### config.mk
export PLATFORM = sky130hd
export DESIGN_NAME = ordered_list_store_unit
export DESIGN_NICKNAME = d
export VERILOG_FILES = /design/src/rtl/ols_pkg.sv /design/src/rtl/ols_ram.sv /design/src/rtl/ols_datapath.sv /design/src/rtl/ols_ctrl.sv /design/src/rtl/ordered_list_store_unit.sv
export SDC_FILE = /design/constraint.sdc
export NUM_CORES = 2
export LEC_CHECK = 0
export BUFFER_PORTS_ARGS = -buffer_cell sky130_fd_sc_hd__clkbuf_2
export CORE_MARGIN = 2
export CORE_UTILIZATION = 40
export CTS_CLUSTER_SIZE = 40
export DETAILED_ROUTE_END_ITERATION = 7
export PLACE_DENSITY = 0.53
export SLEW_MARGIN = 20
export SYNTH_ARGS = -nofsm -noshare
export SYNTH_HDL_FRONTEND = slang
export SYNTH_SLANG_ARGS = --single-unit
### constraint.sdc
create_clock -name clk -period 5.95 [get_ports clk]
set_input_delay 1.19 -clock clk [delete_from_list [all_inputs] [get_ports clk]]
set_output_delay 1.19 -clock clk [all_outputs]
set_load 0.01 [all_outputs]
### src/rtl/ols_pkg.sv
// ----------------------------------------------------------------------------
// ols_pkg: shared types and constants for the ordered list store
// Request kinds, status codes, controller states and command/status structs.
// ----------------------------------------------------------------------------
package ols_pkg;

  localparam int CAPACITY    = 64;
  localparam int VALUE_WIDTH = 32;
  localparam int IDX_W       = $clog2(CAPACITY);
  localparam int CNT_W       = $clog2(CAPACITY + 1);

  typedef enum logic [2:0] {
    KIND_APPEND  = 3'd0,
    KIND_PREPEND = 3'd1,
    KIND_INSERT  = 3'd2,
    KIND_SET     = 3'd3,
    KIND_DELETE  = 3'd4,
    KIND_FIND    = 3'd5,
    KIND_GET     = 3'd6,
    KIND_CLEAR   = 3'd7
  } kind_t;

  typedef enum logic [1:0] {
    ST_OK        = 2'd0,
    ST_INVALID   = 2'd1,
    ST_FULL      = 2'd2,
    ST_NOT_FOUND = 2'd3
  } status_t;

  typedef enum logic [2:0] {
    S_IDLE,
    S_SHIFT,
    S_SCAN,
    S_GET,
    S_DONE
  } state_t;

  // controller to datapath
  typedef struct packed {
    logic             load;       // capture request
    logic             rd_en;      // read memory at rd_addr
    logic [IDX_W-1:0] rd_addr;
    logic             wr_en;      // write memory
    logic [IDX_W-1:0] wr_addr;
    logic             wr_from_rd; // write data is last read data (shift)
    logic             cmp;        // compare last read data with request value
    logic             take_get;   // latch last read data as result
  } dp_cmd_t;

  // datapath to controller
  typedef struct packed {
    logic             match;
  } dp_stat_t;

endpackage

### src/rtl/ols_ram.sv
// ----------------------------------------------------------------------------
// ols_ram: generic single-port-write, single-port-read RAM
// One write and one registered read per cycle.
// ----------------------------------------------------------------------------
module ols_ram #(
  parameter int WIDTH = 32,
  parameter int DEPTH = 64
) (
  input  logic                     clk,
  input  logic                     wr_en,
  input  logic [$clog2(DEPTH)-1:0] wr_addr,
  input  logic [WIDTH-1:0]         wr_data,
  input  logic                     rd_en,
  input  logic [$clog2(DEPTH)-1:0] rd_addr,
  output logic [WIDTH-1:0]         rd_data
);

  logic [WIDTH-1:0] mem [DEPTH];

  // write port and registered read
  always_ff @(posedge clk) begin
    if (wr_en) begin
      mem[wr_addr] <= wr_data;
    end
    if (rd_en) begin
      rd_data <= mem[rd_addr];
    end
  end

endmodule

### src/rtl/ols_datapath.sv
// ----------------------------------------------------------------------------
// ols_datapath: entry memory, request value register and result capture
// Executes read, write, shift and compare commands from the controller.
// ----------------------------------------------------------------------------
module ols_datapath (
  input  logic                          clk,
  input  ols_pkg::dp_cmd_t              cmd,
  input  logic [ols_pkg::VALUE_WIDTH-1:0] in_value,
  output ols_pkg::dp_stat_t             stat,
  output logic [ols_pkg::VALUE_WIDTH-1:0] get_value
);
  import ols_pkg::*;

  logic [VALUE_WIDTH-1:0] rd_data;
  logic [VALUE_WIDTH-1:0] wr_data;
  logic [VALUE_WIDTH-1:0] req_value;

  // request value and get result
  always_ff @(posedge clk) begin
    if (cmd.load) begin
      req_value <= in_value;
    end
    if (cmd.take_get) begin
      get_value <= rd_data;
    end
  end

  // a write in the capture cycle takes the incoming value directly
  assign wr_data    = cmd.wr_from_rd ? rd_data :
                      (cmd.load ? in_value : req_value);
  assign stat.match = cmd.cmp && (rd_data == req_value);

  ols_ram #(.WIDTH(VALUE_WIDTH), .DEPTH(CAPACITY)) u_ram (
    .clk     (clk),
    .wr_en   (cmd.wr_en),
    .wr_addr (cmd.wr_addr),
    .wr_data (wr_data),
    .rd_en   (cmd.rd_en),
    .rd_addr (cmd.rd_addr),
    .rd_data (rd_data)
  );

endmodule

### src/rtl/ols_ctrl.sv
// ----------------------------------------------------------------------------
// ols_ctrl: request controller for the ordered list store
// Checks requests, sequences shifts and scans, and holds the result register.
// ----------------------------------------------------------------------------
module ols_ctrl (
  input  logic                        clk,
  input  logic                        rst,
  input  logic                        req_valid,
  output logic                        req_ready,
  input  logic [2:0]                  req_kind,
  input  logic [ols_pkg::IDX_W-1:0]   req_pos,
  input  logic                        val_zero,
  output logic                        rsp_valid,
  input  logic                        rsp_ready,
  output logic [1:0]                  rsp_status,
  output logic                        rsp_use_get,
  output logic [ols_pkg::IDX_W-1:0]   rsp_fpos,
  output logic [ols_pkg::CNT_W-1:0]   rsp_count,
  output ols_pkg::dp_cmd_t            cmd,
  input  ols_pkg::dp_stat_t           stat
);
  import ols_pkg::*;

  state_t           state, state_next;
  logic [CNT_W-1:0] count, count_next;
  kind_t            kind, kind_next;
  logic [CNT_W-1:0] ptr, ptr_next;   // shift or scan pointer
  logic [CNT_W-1:0] stop, stop_next; // shift end index
  logic             rd_pend, rd_pend_next;
  logic [1:0]       status, status_next;
  logic [IDX_W-1:0] fpos, fpos_next;
  logic             use_get, use_get_next;
  logic [CNT_W-1:0] pos_ext;
  logic             full;

  assign pos_ext = CNT_W'(req_pos);
  assign full    = (count >= CNT_W'(CAPACITY));

  // state and control registers
  always_ff @(posedge clk) begin
    if (rst) begin
      state   <= S_IDLE;
      count   <= '0;
      rd_pend <= 1'b0;
    end else begin
      state   <= state_next;
      count   <= count_next;
      rd_pend <= rd_pend_next;
    end
    kind    <= kind_next;
    ptr     <= ptr_next;
    stop    <= stop_next;
    status  <= status_next;
    fpos    <= fpos_next;
    use_get <= use_get_next;
  end

  // next state and datapath commands
  always_comb begin
    state_next   = state;
    count_next   = count;
    kind_next    = kind;
    ptr_next     = ptr;
    stop_next    = stop;
    rd_pend_next = 1'b0;
    status_next  = status;
    fpos_next    = fpos;
    use_get_next = use_get;
    cmd          = '0;
    req_ready    = 1'b0;
    rsp_valid    = 1'b0;
    unique case (state)
      S_IDLE: begin
        req_ready = 1'b1;
        if (req_valid) begin
          cmd.load     = 1'b1;
          kind_next    = kind_t'(req_kind);
          status_next  = ST_OK;
          fpos_next    = '0;
          use_get_next = 1'b0;
          state_next   = S_DONE;
          unique case (kind_t'(req_kind))
            KIND_APPEND, KIND_PREPEND, KIND_INSERT: begin
              if (val_zero || (req_kind == KIND_INSERT && pos_ext > count)) begin
                status_next = ST_INVALID;
              end else if (full) begin
                status_next = ST_FULL;
              end else begin
                // shift entries [at, count) up by one, from the top down
                ptr_next  = count;
                stop_next = (req_kind == KIND_APPEND) ? count :
                            (req_kind == KIND_PREPEND) ? '0 : pos_ext;
                state_next = S_SHIFT;
              end
            end
            KIND_SET: begin
              if (val_zero || pos_ext >= count) begin
                status_next = ST_INVALID;
              end else begin
                cmd.wr_en   = 1'b1;
                cmd.wr_addr = req_pos;
              end
            end
            KIND_DELETE: begin
              if (pos_ext >= count) begin
                status_next = ST_INVALID;
              end else begin
                // shift entries (pos, count) down, bottom up
                ptr_next   = pos_ext;
                stop_next  = count - CNT_W'(1);
                state_next = S_SHIFT;
              end
            end
            KIND_FIND: begin
              status_next = ST_NOT_FOUND;
              ptr_next    = '0;
              state_next  = S_SCAN;
            end
            KIND_GET: begin
              if (pos_ext >= count) begin
                status_next = ST_INVALID;
              end else begin
                cmd.rd_en   = 1'b1;
                cmd.rd_addr = req_pos;
                state_next  = S_GET;
              end
            end
            KIND_CLEAR: begin
              count_next = '0;
            end
            default: ;
          endcase
        end
      end
      S_SHIFT: begin
        // read one step, write it the next cycle
        if (kind == KIND_DELETE) begin
          if (rd_pend) begin
            cmd.wr_en      = 1'b1;
            cmd.wr_addr    = IDX_W'(ptr - CNT_W'(1));
            cmd.wr_from_rd = 1'b1;
          end
          if (ptr < stop) begin
            cmd.rd_en    = 1'b1;
            cmd.rd_addr  = IDX_W'(ptr + CNT_W'(1));
            ptr_next     = ptr + CNT_W'(1);
            rd_pend_next = 1'b1;
          end else if (!rd_pend) begin
            count_next = count - CNT_W'(1);
            state_next = S_DONE;
          end
        end else begin
          if (rd_pend) begin
            cmd.wr_en      = 1'b1;
            cmd.wr_addr    = IDX_W'(ptr + CNT_W'(1));
            cmd.wr_from_rd = 1'b1;
          end
          if (ptr > stop) begin
            cmd.rd_en    = 1'b1;
            cmd.rd_addr  = IDX_W'(ptr - CNT_W'(1));
            ptr_next     = ptr - CNT_W'(1);
            rd_pend_next = 1'b1;
          end else if (!rd_pend) begin
            cmd.wr_en   = 1'b1;
            cmd.wr_addr = IDX_W'(stop);
            count_next  = count + CNT_W'(1);
            state_next  = S_DONE;
          end
        end
      end
      S_SCAN: begin
        // one read issued per cycle, compared the cycle after
        cmd.cmp = rd_pend;
        if (rd_pend && stat.match) begin
          status_next = ST_OK;
          fpos_next   = IDX_W'(ptr - CNT_W'(1));
          state_next  = S_DONE;
        end else if (ptr < count) begin
          cmd.rd_en    = 1'b1;
          cmd.rd_addr  = IDX_W'(ptr);
          ptr_next     = ptr + CNT_W'(1);
          rd_pend_next = 1'b1;
        end else begin
          state_next = S_DONE;
        end
      end
      S_GET: begin
        cmd.take_get = 1'b1;
        use_get_next = 1'b1;
        state_next   = S_DONE;
      end
      S_DONE: begin
        rsp_valid = 1'b1;
        if (rsp_ready) begin
          state_next = S_IDLE;
        end
      end
      default: state_next = S_IDLE;
    endcase
  end

  assign rsp_status  = status;
  assign rsp_fpos    = fpos;
  assign rsp_count   = count;
  assign rsp_use_get = use_get;

  // count never exceeds capacity
  a_count_cap: assert property (@(posedge clk) disable iff (rst)
    count <= CNT_W'(CAPACITY)) else $error("count above capacity");

  // a request is only taken in idle
  a_req_idle: assert property (@(posedge clk) disable iff (rst)
    (req_valid && req_ready) |=> (state != S_IDLE)) else $error("request lost");

  // count changes by at most one per cycle, except clear
  a_count_step: assert property (@(posedge clk) disable iff (rst)
    (state != S_IDLE) |=> (count == $past(count) || count == $past(count) + CNT_W'(1)
      || count == $past(count) - CNT_W'(1))) else $error("count jump");

  // a found position lies within the list
  a_fpos: assert property (@(posedge clk) disable iff (rst)
    (rsp_valid && kind == KIND_FIND && status == ST_OK) |-> (CNT_W'(fpos) < count))
    else $error("found position out of range");

endmodule

### src/rtl/ordered_list_store_unit.sv
// ----------------------------------------------------------------------------
// ordered_list_store_unit: fixed-capacity ordered list of nonzero values
// Append, prepend, insert, set, delete, find, get and clear on one entry RAM.
// ----------------------------------------------------------------------------
// Set, clear and rejected requests answer straight from idle; get reads the entry
// in a get state first; append writes the new entry in the shift state.
// Insert/prepend/delete move the entries in the shift state, one entry per cycle
// through the single read and write port of the entry RAM.
// Find reads entries from index 0 upward until a hit or the end of the list.
// One request at a time; the next is taken in the cycle after the result is taken.
// Reset empties the list at once; entry RAM contents are not cleared.
module ordered_list_store_unit (
  input  logic        clk,
  input  logic        rst,
  input  logic        s_tvalid,
  output logic        s_tready,
  input  logic [39:0] s_tdata,  // position[5:0], entry_value[37:6]
  input  logic [2:0]  s_tuser,  // kind[2:0]
  output logic        m_tvalid,
  input  logic        m_tready,
  output logic [47:0] m_tdata   // status[1:0], read_value[33:2],
                                // found_position[39:34], entry_count[46:40]
);
  import ols_pkg::*;

  dp_cmd_t                cmd;
  dp_stat_t               stat;
  logic [VALUE_WIDTH-1:0] get_value;
  logic [VALUE_WIDTH-1:0] in_value;
  logic [1:0]             rsp_status;
  logic                   rsp_use_get;
  logic [IDX_W-1:0]       rsp_fpos;
  logic [CNT_W-1:0]       rsp_count;

  assign in_value = s_tdata[6 +: VALUE_WIDTH];

  ols_ctrl u_ctrl (
    .clk         (clk),
    .rst         (rst),
    .req_valid   (s_tvalid),
    .req_ready   (s_tready),
    .req_kind    (s_tuser),
    .req_pos     (s_tdata[5:0]),
    .val_zero    (in_value == '0),
    .rsp_valid   (m_tvalid),
    .rsp_ready   (m_tready),
    .rsp_status  (rsp_status),
    .rsp_use_get (rsp_use_get),
    .rsp_fpos    (rsp_fpos),
    .rsp_count   (rsp_count),
    .cmd         (cmd),
    .stat        (stat)
  );

  ols_datapath u_dp (
    .clk       (clk),
    .cmd       (cmd),
    .in_value  (in_value),
    .stat      (stat),
    .get_value (get_value)
  );

  // result packing
  assign m_tdata = {1'b0, rsp_count, rsp_fpos,
                    (rsp_use_get ? get_value : {VALUE_WIDTH{1'b0}}), rsp_status};

endmodule
==> qor.txt <==
status = complete, no violations
Post-CTS Hold Buffers = 0
Tot Pwr = 36.3 mW
cell area power density = 353 mW/mm^2
maxcap violations = 0
IO Pins = 97
CP Data Arrival Time = 6140 ps
worst slew pin tran = 1280 ps
NetSw = 9.29 mW
FP Rows = 171
Worst-Skew Late Latency = 900 ps
number of setup violations in the final report = 0
Vias = 55,600
Fill cells = 18,800
Synthesis Warnings = 0
layout cells sized above 1 = 0.151
TritonCTS Buffers = 222
Pre-antenna DRT Iters = 6
WP data required = 6590 ps
commonest cells after routing, fill and taps aside = edfxtp_1 (2,138), nand2_1 (1,359), mux2i_1 (349)
wire per inst = 29.6 um
pin count of the biggest net entering global routing = 66
IO Port Bufs = 93
post-place setup slack = 94.0 ps
area growth from synthesis to layout = 17.3%
CP max FO = 27
Non-Filler Cell Area, Final = 0.103 sq mm
initial antenna violation count = 8
Worst Setup Start Kind = register
sequential share of power = 0.503
Synth Instances = 6,141
Post-route DRC = 0
VDD IR max = 316 uV
Synth Register Bits = 2,181
kind of critical path = reg2reg
post-synth top area share = 0.733
count of cell types in the netlist = 79
Final nets = 6,582
CTS resizes = 0
crit share post-route = 0.925
Placed Area = 0.0957 sq mm
unrepaired setup endpoints after global routing = no
total congestion overflow = 0
HP Class = reg2reg
Final Skew = 58.3 ps
die height = 472 um
Slew Limit Headroom = 0.135
Mapped Avg Cell Area = 14.3 sq um
critical path endpoint category = register
Final Hold Viols = 0
Post-DRT Antenna Nets = 0
gp weighted congestion = 0.886
Mapped Area = 0.0876 sq mm
Initial Utilization = 0.403
Post-Route WL = 283,000 um
maximum clock frequency = 182 MHz
commonest non-fill, non-tap cell in the layout = edfxtp_1
clk slew on worst S/H paths = 60 ps
final slew viol count = 0
top_reg_cell synth = edfxtp_1
Clock Path Buffers = 3
Post-CTS Setup Repair Bufs = 0
clk root buf = clkbuf_16
Final TNS setup = 0 ps
Storage cell area = 0.0651 sq mm
CTS tree = done
clock sink total = 2,181
dominant cells by area after synthesis = edfxtp_1 (73%), nand2_1 (5.8%), mux2i_1 (4.0%)
worst setup margin = 445 ps
Die X-Extent = 472 um
leakage dissipation = 36.7 nW
Util after Layout = 0.473
first-pass GRT wire length = 397,000 um
cell taking the most area after synthesis = edfxtp_1
routed vias/inst = 5.82
vias in the first global route = 52,800
Tmin final = 5510 ps
Mapped Nets = 6,212
1st-iter DRT viols = 6,402
fraction of registers with async set or reset after synthesis = 0
total die area = 0.223 sq mm
Seq/Total Area, Yosys = 0.742
post-DP HPWL = 169,000 um
GRT Util Overall = 0.249
Clk pwr share = 0.382
Placeable Area = 0.217 sq mm
P_int = 27.0 mW
Post-synth EDFFs = 2,138
combinational power share = 0.116
H-tree depth = 4
Switching Fraction = 0.256
multi-input logic area = 0.0215 sq mm
-- path summary, 6_finish.rpt --
| check | start | end | slack [ps] | cells past startpoint |
|---|---|---|---|---|
| setup / recovery | u_dp.u_ram.rd_data[8] | u_dp.u_ram.rd_data[1] | 440 | 12 |
| hold / removal | u_dp.req_value[7] | u_dp.req_value[7] | 470 | 2 |
| setup reg to reg | u_dp.u_ram.rd_data[8] | u_dp.u_ram.rd_data[1] | 440 | 12 |
| hold reg to reg | u_dp.req_value[7] | u_dp.req_value[7] | 470 | 2 |
-- area by class of cell --
class                           count  area share
Antenna cell                        1   0.0000243
Clock buffer                      292      0.0572
Clock inverter                    118      0.0122
Inverter                           30     0.00110
Multi-Input combinational cell   3528       0.209
Sequential cell                  2181       0.633
Tap cell                         2854      0.0347
Timing Repair Buffer              548      0.0531
-- routing by layer --
metal,track usage,part of all wire,vias to the layer above
met1,0.348,0.43,28800
li1,-,-,24100
met4,0.0870,0.036,0
met3,0.0330,0.073,401
met5,0,0,-
met2,0.399,0.46,2324
-- per-stage QoR --
| stage | std cells | hold WS (ps) |
|---|---|---|
| after floorplan | 6141 | 447 |
| after global placement | 9141 | 463 |
| after detailed placement | 9141 | 464 |
| after CTS | 9551 | 474 |
| after global routing | 9552 | 488 |
| final | 9552 | 472 |
-- power by group through the flow --
stage	clock (mW)	sequential, mW	combinational (mW)
2_1_floorplan	0	18.5	1.95
3_3_place_gp	0	18.6	4.10
3_5_place_dp	0	18.6	4.17
4_1_cts	14.0	18.2	4.18
5_1_grt	14.6	18.2	4.42
6_report	13.9	18.2	4.20
-- logic make-up (layout without fill, tap and decap cells) --
family,after synthesis,in the layout,share of synthesized area
compound gates,671,671,0.0597
xor+xnor,54,54,0.00540
fa+ha+maj,24,24,0.00343
buf+inv,432,988,0.0204
flops,2181,2181,0.742
mux,410,410,0.0477
other cells,1,2,0.0000428
simple gates,2368,2368,0.121
-- flip-flops by register name, summed over array words and instances (netlist names) --
| name | flops |
|---|---|
| u_dp.req_value | 32 |
| u_ctrl.ptr | 7 |
| u_ctrl.state | 3 |
| u_ctrl.rsp_status | 2 |
| u_dp.get_value | 32 |
| u_dp.u_ram.mem | 2048 |
| u_ctrl.kind | 3 |
| u_ctrl.stop | 7 |
| u_ctrl.rsp_fpos | 6 |
| u_dp.u_ram.rd_data | 32 |
| u_ctrl.rsp_use_get | 1 |
| u_ctrl.rsp_count | 7 |
| u_ctrl.rd_pend | 1 |
-- critical path: stages, from the launching register on --
cell      delay (ps)
edfxtp_1         580
xor2_1           220
nor4_1           350
nand3_1          220
nor4_4           810
o211a_4          670
buf_12           340
buf_12           230
mux2i_1          190
o21ai_0           90
nor4bb_1        1070
nor4_1           210
buf_12           220
-- Yosys cell counts (all sizes together) (22+ instances only) --
| cell | instances |
|---|---|
| nand3 | 340 |
| mux2i | 349 |
| o32ai | 45 |
| and2 | 41 |
| nand4 | 98 |
| o2111a | 22 |
| nor2 | 184 |
| dfxtp | 43 |
| a311oi | 66 |
| o221ai | 49 |
| nor3 | 36 |
| edfxtp | 2138 |
| nand2 | 1364 |
| a32oi | 75 |
| buf | 166 |
| inv | 29 |
| a21oi | 62 |
| xor2 | 35 |
| o21ai | 42 |
| o2111ai | 33 |
| clkbuf | 236 |
| ha | 24 |
| nor4 | 65 |
| a31oi | 69 |
| a211oi | 82 |
| and3 | 174 |
| mux2 | 61 |
No activity file was read; power rests on OpenSTA's default activity.
